$ cat src/fpf_pkg.sv
// Shared types, constants and the CRC step function for the page packet framer.
package fpf_pkg;

    localparam int WORDS_PER_PAGE = 256;
    localparam int WORD_CNT_W     = $clog2(WORDS_PER_PAGE + 1);

    localparam logic [15:0] CRC_INIT = 16'hFFFF;
    localparam logic [15:0] CRC_POLY = 16'h8408;

    localparam int QUEUE_DEPTH = 4;
    localparam int QUEUE_PTR_W = $clog2(QUEUE_DEPTH);
    localparam int QUEUE_CNT_W = $clog2(QUEUE_DEPTH + 1);

    localparam int CFG_INDEX_W = 1;
    localparam int CFG_DATA_W  = 8;
    localparam logic [CFG_INDEX_W-1:0] CFG_WRITE_CMD = 1'd0;
    localparam logic [CFG_INDEX_W-1:0] CFG_DATA_SUB  = 1'd1;

    localparam logic KIND_START = 1'b0;
    localparam logic KIND_WORD  = 1'b1;

    typedef struct packed {
        logic        kind;
        logic [7:0]  page_number;
        logic [31:0] data_word;
    } in_item_t;

    typedef struct packed {
        logic [7:0] packet_byte;
        logic       last;
    } out_item_t;

    typedef enum logic [1:0] {
        OP_START,
        OP_WORD,
        OP_WORD_LAST
    } cmd_op_t;

    typedef struct packed {
        cmd_op_t     op;
        logic [7:0]  page;
        logic [31:0] data;
    } cmd_t;

    typedef struct packed {
        logic [7:0] write_cmd;
        logic [7:0] data_sub;
    } hdr_t;

    // Feed one byte into the reflected CRC, bit 7 first.
    function automatic logic [15:0] crc_feed(input logic [15:0] crc_in,
                                             input logic [7:0]  data_in);
        logic [15:0] c;
        logic        fb;
        c = crc_in;
        for (int k = 7; k >= 0; k--) begin
            fb = c[0] ^ data_in[k];
            c  = {1'b0, c[15:1]};
            if (fb) begin
                c = c ^ CRC_POLY;
            end
        end
        return c;
    endfunction

endpackage

$ cat src/flash_page_packet_framer_crc16.sv
// Top level of the flash page packet framer with reflected CRC-16.
//
// Usage:
//   s_valid/s_ready/s_item carry requests: kind 0 opens a page and emits the
//   write command byte, the data write subcommand byte and the page byte;
//   kind 1 carries one image word, emitted most significant byte first.
//   After WORDS_PER_PAGE words the CRC high and low bytes follow, last set
//   on the low byte. Words with no page open are dropped.
//   m_valid/m_ready/m_item deliver the packet bytes, one byte per output handshake.
//   cfg_we/cfg_index/cfg_data write the two header bytes; write only while idle.
// Path: an accepted request is first written into the queue, and its first
//   byte is then loaded into the output register that drives m_item.
// Throughput: one output byte per cycle while m_ready is high and the queue
//   is not empty; a start request yields 3 bytes, a data word 4, the closing
//   word of a page 6, all through the single byte-wide output register.
// Reset (aresetn low, synchronous): no page open, queue empty, output idle,
//   header bytes zero.
// Stall: while m_ready is low the output byte holds; the 4-entry command
//   queue keeps taking requests until it fills, then s_ready drops.
module flash_page_packet_framer_crc16
    import fpf_pkg::*;
(
    input  logic                   aclk,
    input  logic                   aresetn,
    input  logic                   s_valid,
    output logic                   s_ready,
    input  in_item_t               s_item,
    output logic                   m_valid,
    input  logic                   m_ready,
    output out_item_t              m_item,
    input  logic                   cfg_we,
    input  logic [CFG_INDEX_W-1:0] cfg_index,
    input  logic [CFG_DATA_W-1:0]  cfg_data
);

    hdr_t hdr_reg, hdr_next;
    logic q_push, q_full, q_pop, q_empty;
    cmd_t q_push_cmd, q_head_cmd;

    // Header byte registers; index decode picks the byte to update.
    always_comb begin
        hdr_next = hdr_reg;
        if (cfg_we) begin
            unique case (cfg_index)
                CFG_WRITE_CMD: hdr_next.write_cmd = cfg_data;
                CFG_DATA_SUB:  hdr_next.data_sub  = cfg_data;
                default:       hdr_next = hdr_reg;
            endcase
        end
    end

    always_ff @(posedge aclk) begin
        if (!aresetn) begin
            hdr_reg <= '0;
        end else begin
            hdr_reg <= hdr_next;
        end
    end

    // Classify requests and track page progress.
    fpf_front u_front (
        .aclk    (aclk),
        .aresetn (aresetn),
        .s_valid (s_valid),
        .s_ready (s_ready),
        .s_item  (s_item),
        .q_push  (q_push),
        .q_cmd   (q_push_cmd),
        .q_full  (q_full)
    );

    // Decouple request intake from byte output.
    fpf_queue u_queue (
        .aclk     (aclk),
        .aresetn  (aresetn),
        .push     (q_push),
        .push_cmd (q_push_cmd),
        .full     (q_full),
        .pop      (q_pop),
        .head_cmd (q_head_cmd),
        .empty    (q_empty)
    );

    // Emit bytes, advancing the CRC one byte per cycle on page and data bytes that move out.
    fpf_back u_back (
        .aclk     (aclk),
        .aresetn  (aresetn),
        .hdr      (hdr_reg),
        .head_cmd (q_head_cmd),
        .q_empty  (q_empty),
        .q_pop    (q_pop),
        .m_valid  (m_valid),
        .m_ready  (m_ready),
        .m_item   (m_item)
    );

endmodule

$ cat src/fpf_front.sv
// Front end: accepts requests, tracks the open page and queues byte commands.
module fpf_front
    import fpf_pkg::*;
(
    input  logic     aclk,
    input  logic     aresetn,
    input  logic     s_valid,
    output logic     s_ready,
    input  in_item_t s_item,
    output logic     q_push,
    output cmd_t     q_cmd,
    input  logic     q_full
);

    logic                  page_open_reg, page_open_next;
    logic [WORD_CNT_W-1:0] words_done_reg, words_done_next;
    logic                  accept;
    logic [WORD_CNT_W-1:0] words_inc;

    assign s_ready   = !q_full;
    assign accept    = s_valid && s_ready;
    assign words_inc = words_done_reg + WORD_CNT_W'(1);

    always_comb begin
        page_open_next  = page_open_reg;
        words_done_next = words_done_reg;
        q_push          = 1'b0;
        q_cmd.op        = OP_START;
        q_cmd.page      = s_item.page_number;
        q_cmd.data      = s_item.data_word;
        if (accept) begin
            unique case (s_item.kind)
                KIND_START: begin
                    q_push          = 1'b1;
                    q_cmd.op        = OP_START;
                    page_open_next  = 1'b1;
                    words_done_next = '0;
                end
                default: begin
                    // drop words that arrive with no page open
                    if (page_open_reg) begin
                        q_push = 1'b1;
                        if (words_inc == WORD_CNT_W'(WORDS_PER_PAGE)) begin
                            q_cmd.op        = OP_WORD_LAST;
                            page_open_next  = 1'b0;
                            words_done_next = '0;
                        end else begin
                            q_cmd.op        = OP_WORD;
                            words_done_next = words_inc;
                        end
                    end
                end
            endcase
        end
    end

    always_ff @(posedge aclk) begin
        if (!aresetn) begin
            page_open_reg  <= 1'b0;
            words_done_reg <= '0;
        end else begin
            page_open_reg  <= page_open_next;
            words_done_reg <= words_done_next;
        end
    end

endmodule

$ cat src/fpf_queue.sv
// Short command queue between the front end and the byte sequencer.
module fpf_queue
    import fpf_pkg::*;
(
    input  logic aclk,
    input  logic aresetn,
    input  logic push,
    input  cmd_t push_cmd,
    output logic full,
    input  logic pop,
    output cmd_t head_cmd,
    output logic empty
);

    cmd_t                   entry_reg [QUEUE_DEPTH];
    logic [QUEUE_PTR_W-1:0] wr_ptr_reg, wr_ptr_next;
    logic [QUEUE_PTR_W-1:0] rd_ptr_reg, rd_ptr_next;
    logic [QUEUE_CNT_W-1:0] count_reg, count_next;
    logic                   do_push, do_pop;

    assign full     = (count_reg == QUEUE_CNT_W'(QUEUE_DEPTH));
    assign empty    = (count_reg == '0);
    assign head_cmd = entry_reg[rd_ptr_reg];
    assign do_push  = push && !full;
    assign do_pop   = pop && !empty;

    always_comb begin
        wr_ptr_next = wr_ptr_reg;
        rd_ptr_next = rd_ptr_reg;
        count_next  = count_reg;
        if (do_push) begin
            wr_ptr_next = wr_ptr_reg + QUEUE_PTR_W'(1);
        end
        if (do_pop) begin
            rd_ptr_next = rd_ptr_reg + QUEUE_PTR_W'(1);
        end
        if (do_push && !do_pop) begin
            count_next = count_reg + QUEUE_CNT_W'(1);
        end else if (do_pop && !do_push) begin
            count_next = count_reg - QUEUE_CNT_W'(1);
        end
    end

    always_ff @(posedge aclk) begin
        if (do_push) begin
            entry_reg[wr_ptr_reg] <= push_cmd;
        end
    end

    always_ff @(posedge aclk) begin
        if (!aresetn) begin
            wr_ptr_reg <= '0;
            rd_ptr_reg <= '0;
            count_reg  <= '0;
        end else begin
            wr_ptr_reg <= wr_ptr_next;
            rd_ptr_reg <= rd_ptr_next;
            count_reg  <= count_next;
        end
    end

endmodule

$ cat src/fpf_back.sv
// Back end: walks each queued command byte by byte, runs the CRC, drives the output.
module fpf_back
    import fpf_pkg::*;
(
    input  logic      aclk,
    input  logic      aresetn,
    input  hdr_t      hdr,
    input  cmd_t      head_cmd,
    input  logic      q_empty,
    output logic      q_pop,
    output logic      m_valid,
    input  logic      m_ready,
    output out_item_t m_item
);

    logic [2:0]  idx_reg, idx_next;
    logic [15:0] crc_reg, crc_next;
    logic        m_valid_reg, m_valid_next;
    out_item_t   m_item_reg, m_item_next;
    logic        adv;
    logic [2:0]  last_idx;
    logic [7:0]  cur_byte;
    logic        cur_last;
    logic [7:0]  data_byte;

    assign m_valid = m_valid_reg;
    assign m_item  = m_item_reg;
    assign adv     = !q_empty && (!m_valid_reg || m_ready);
    assign q_pop   = adv && (idx_reg == last_idx);

    always_comb begin
        case (idx_reg[1:0])
            2'd0:    data_byte = head_cmd.data[31:24];
            2'd1:    data_byte = head_cmd.data[23:16];
            2'd2:    data_byte = head_cmd.data[15:8];
            default: data_byte = head_cmd.data[7:0];
        endcase
    end

    always_comb begin
        cur_last = 1'b0;
        crc_next = crc_reg;
        unique case (head_cmd.op)
            OP_START: begin
                last_idx = 3'd2;
                unique case (idx_reg)
                    3'd0:    cur_byte = hdr.write_cmd;
                    3'd1:    cur_byte = hdr.data_sub;
                    default: cur_byte = head_cmd.page;
                endcase
                if (idx_reg == 3'd2) begin
                    crc_next = crc_feed(CRC_INIT, head_cmd.page);
                end
            end
            OP_WORD_LAST: begin
                last_idx = 3'd5;
                if (idx_reg == 3'd4) begin
                    cur_byte = crc_reg[15:8];
                end else if (idx_reg == 3'd5) begin
                    cur_byte = crc_reg[7:0];
                    cur_last = 1'b1;
                end else begin
                    cur_byte = data_byte;
                    crc_next = crc_feed(crc_reg, data_byte);
                end
            end
            default: begin
                last_idx = 3'd3;
                cur_byte = data_byte;
                crc_next = crc_feed(crc_reg, data_byte);
            end
        endcase
    end

    always_comb begin
        idx_next     = idx_reg;
        m_valid_next = m_valid_reg;
        m_item_next  = m_item_reg;
        if (adv) begin
            m_valid_next            = 1'b1;
            m_item_next.packet_byte = cur_byte;
            m_item_next.last        = cur_last;
            idx_next = (idx_reg == last_idx) ? 3'd0 : idx_reg + 3'd1;
        end else if (m_ready) begin
            m_valid_next = 1'b0;
        end
    end

    always_ff @(posedge aclk) begin
        m_item_reg <= m_item_next;
        if (!aresetn) begin
            idx_reg     <= '0;
            crc_reg     <= CRC_INIT;
            m_valid_reg <= 1'b0;
        end else begin
            idx_reg     <= idx_next;
            m_valid_reg <= m_valid_next;
            if (adv) begin
                crc_reg <= crc_next;
            end
        end
    end

endmodule
$ cat config.mk
export PLATFORM = sky130hd
export DESIGN_NAME = flash_page_packet_framer_crc16
export DESIGN_NICKNAME = d
export VERILOG_FILES = /design/src/fpf_pkg.sv /design/src/flash_page_packet_framer_crc16.sv /design/src/fpf_front.sv /design/src/fpf_queue.sv /design/src/fpf_back.sv
export SDC_FILE = /design/constraint.sdc
export NUM_CORES = 1
export LEC_CHECK = 0
export BUFFER_PORTS_ARGS = -buffer_cell sky130_fd_sc_hd__buf_2
export CORE_AREA = 2 2 177 196
export CTS_BUF_LIST = sky130_fd_sc_hd__clkbuf_8
export CTS_CLUSTER_SIZE = 14
export DETAILED_ROUTE_END_ITERATION = 8
export DIE_AREA = 0 0 179 198
export SLEW_MARGIN = 20
export SYNTH_ARGS = -nofsm -noshare
export SYNTH_HDL_FRONTEND = slang
export SYNTH_SLANG_ARGS = --single-unit
$ cat constraint.sdc
create_clock -name aclk -period 2.75 [get_ports aclk]
set_input_delay 0 -clock aclk [delete_from_list [all_inputs] [get_ports aclk]]
set_output_delay 0 -clock aclk [all_outputs]
set_load 0.005 [all_outputs]
==> run_results.csv <==
group,metric,value,unit
clock_network,clock_latency,0.54,ns
pwr,p_switching,3.18,mW
timing,hold_violations,0,
pwr,powerDensity,830,nW/µm²
yosys,avgSynthCellArea,14.1,µm²
die,fp.dieW,179,µm
placed_design,dp_hpwl,15.7,mm
route,drtIter0Drc,527,
run_status,outcome,"finished, final reports clean",
setup_path,arrival,2.90,ns
die,coreArea,33700,µm²
timing,tightest_slew,0.864,ns
timing,slew_viol_final,0,
clock_network,cts_tree,"built",
pwr,pwr-share-seq,42.0,%
clock_network,cts.sinks,232,
yosys,synthesis.area,9910,µm²
pwr,pwr-share-comb,30.3,%
setup_path,worst-path-max-fanout,5,
yosys,synth_fp_nets,771,
yosys,synth.ff_latch_count,232,
yosys,yosysSeqAreaShare,64.7,%
placed_design,placed_cell_area,11000,µm²
timing,clock-skew-final,0.0299,ns
placed_design,io_buffers,65,
timing,setup_violations,0,
die,num_rows,71,
route,first_pass_iters,6,
die,initial_core_util,29.4,%
clock_network,cts_buffers,39,
global_route,grt_max_degree,43,
yosys,synth.area.top_cells,"edfxtp_1 54%, dfxtp_1 11%, mux4_2 5.2%",
pwr,switching_share,31.0,%
clock_network,clockBufferDepth,3,
setup_path,crit_required,2.98,ns
yosys,async_reset_ff_share,0,%
finish,drive_gt1_share,24.6,%
yosys,synth_cell_types,61,
route,postRouteWirelength,23.7,mm
global_route,grt.overflow.total,0,
global_route,antenna_found_initial,0,
die,die_h,198,µm
timing,fin_ws,0.0805,ns
pwr,p_clk_share,27.7,%
timing,rsz0062_at_grt,"true",
timing,min_period_over_period,97.1,%
finish,design_area,12400,µm²
timing,fmax,375,MHz
finish,largest_reg_flops,168,
setup_path,crit_type,"flop to flop",
placed_design,place.gp.congestion,0.847,
pwr,p_int,7.10,mW
clock_network,clk_pin_slew,0.06,ns
clock_network,htreeDepth,2,
min_path,hp-class,"input port to flop",
yosys,synth_edf_count,177,
yosys,syn_inst,705,
yosys,yosysTopAreaCellShare,53.6,%
global_route,grt_pass1_vias,6509,
yosys,yosysTopAreaCell,"edfxtp_1",
timing,fin_crit,2.67,ns
yosys,ys_warn_count,0,
global_route,grt_pass1_wl,36.7,mm
finish,area_growth,24.9,%
timing,setup_tns,0,ns
route,vias,6426,
finish,diodes,0,
route,antenna_left,0,
route,wire_per_inst,17.6,µm
pwr,leakagePower,4.32,nW
route,via_per_inst,4.77,
run,maxCapViolCount,0,
pwr,p_total,10.3,mW
timing,relSlewSlack,42.3,%
global_route,track_usage,13.6,%
finish,nets,947,
setup_path,start_kind,"flop",
route,drc,0,
die,io_pins,66,
setup_path,cp-end-kind,"flop",
clock_network,root_buffer,"clkbuf_8",
die,dieArea,35400,µm²
placed_design,pre_cts_ws,0.0739,ns
yosys,synthFlopType,"edfxtp_1",
pwr,ir_drop,0.324,mV
==> cell usage in the layout (no fill, tap or decap), types with 6 or more instances in the layout <==
cell type	Yosys	routed
edfxtp_1	177	177
nand2_1	67	67
buf_2	4	65
dlygate4sd3_1	0	56
dfxtp_1	55	54
a21oi_1	46	45
clkbuf_8	0	44
buf_4	0	40
mux2i_1	40	36
nor2_1	35	35
inv_1	14	24
mux4_2	23	23
o21ai_0	20	20
xnor2_1	20	18
nand3_1	15	15
xor2_1	13	13
nor3_1	11	11
o22ai_1	11	11
a22oi_1	11	11
o211ai_1	9	9
ha_1	10	9
nand2b_1	8	8
clkinv_1	1	7
xnor2_2	5	7
mux2_2	6	6
a222oi_1	6	6
o21ai_1	7	6
==> worst max-delay path: stages (launching register included) <==
cell,delay [ns]
dfxtp_1,0.33
inv_1,0.09
ha_1,0.32
buf_4,0.20
and2_1,0.17
a222oi_1,0.37
a31oi_2,0.20
buf_4,0.18
a222oi_1,0.26
o21ai_0,0.22
==> metal layers <==
layer  wire length (µm)  part of all wire, %  up-vias  global-route usage (%)
met2              11200                   47      195                    21.9
met4                496                  2.1        0                    4.73
met3               1190                  5.0       36                    2.48
li1                   -                    -     3043                       -
met1              10800                   46     3152                    18.3
met5                  0                    0        -                       0
==> final timing paths <==
path / to / cells after the start / start / slack, ns
min reg2reg: hdr_reg[1] / 2 / hdr_reg[1] / 0.46
max: u_back.m_item[6] / 9 / u_back.idx_reg[1] / 0.08
min: u_front.words_done_reg[0] / 6 / s_valid / 0.13
max reg2reg: u_back.m_item[6] / 9 / u_back.idx_reg[1] / 0.08
==> stage by stage <==
step,utilization (%),cells,hold slack [ns]
6_report,36.8,1346,0.131
5_1_grt,36.8,1346,0.187
4_1_cts,36.6,1345,0.109
3_5_place_dp,32.8,1221,0.221
3_3_place_gp,32.8,1221,0.215
2_1_floorplan,-,705,0.0989
==> kinds of logic (layout without fill, tap and decap cells) <==
| family | count (synthesis) | after routing | share of synthesized area, % |
|---|---|---|---|
| DFF | 232 | 232 | 64.7 |
| and+or+nand+nor | 158 | 158 | 7.11 |
| AOI/OAI and AO/OA | 145 | 145 | 9.91 |
| muxes | 71 | 71 | 10.2 |
| buffers and inverters | 49 | 252 | 2.61 |
| xor gates and xnor gates | 39 | 39 | 3.98 |
| adders and majority gates | 11 | 11 | 1.46 |
==> cells in the mapped netlist, types with 3 or more instances <==
master	number
xor2_1	13
nand3_1	15
a21oi_1	46
and2_1	7
a31oi_1	5
xnor2_1	20
mux2_2	6
o21ai_1	7
nor3_1	11
buf_6	5
inv_1	14
a211o_1	4
o21ai_0	20
nor2b_1	3
a222oi_1	6
ha_1	10
nand2b_1	8
mux2i_1	40
a22oi_1	11
o211ai_1	9
xnor2_2	5
mux4_2	23
o221ai_1	5
buf_2	4
edfxtp_1	177
dfxtp_1	55
o211a_1	4
nand2_1	67
clkbuf_1	20
nor2_1	35
o22ai_1	11
==> area by class of cell <==
cell class	count	area (µm²)
Multi-Input combinational cell	424	3290
Clock buffer	44	606
Timing Repair Buffer	168	1340
Clock inverter	24	118
Fill cell	3234	21300
Tap cell	438	548
Inverter	16	60.1
Sequential cell	232	6420
==> what timing repair did <==
item	in CTS	in global routing
resized for setup	0	11
hold buffers	56	0
hold endpoints to repair	198	0
setup endpoints to repair	0	13
buffers inserted	0	1
==> power by group through the flow <==
stage	Sequential [mW]	Combinational (mW)	Clock (mW)
5_1_grt	4.35	3.37	3.08
3_5_place_dp	4.39	2.98	0
2_1_floorplan	4.34	1.90	0
4_1_cts	4.31	3.06	2.92
3_3_place_gp	4.38	2.95	0
6_report	4.32	3.11	2.84
Note: power is estimated with default switching activity, not from simulation.
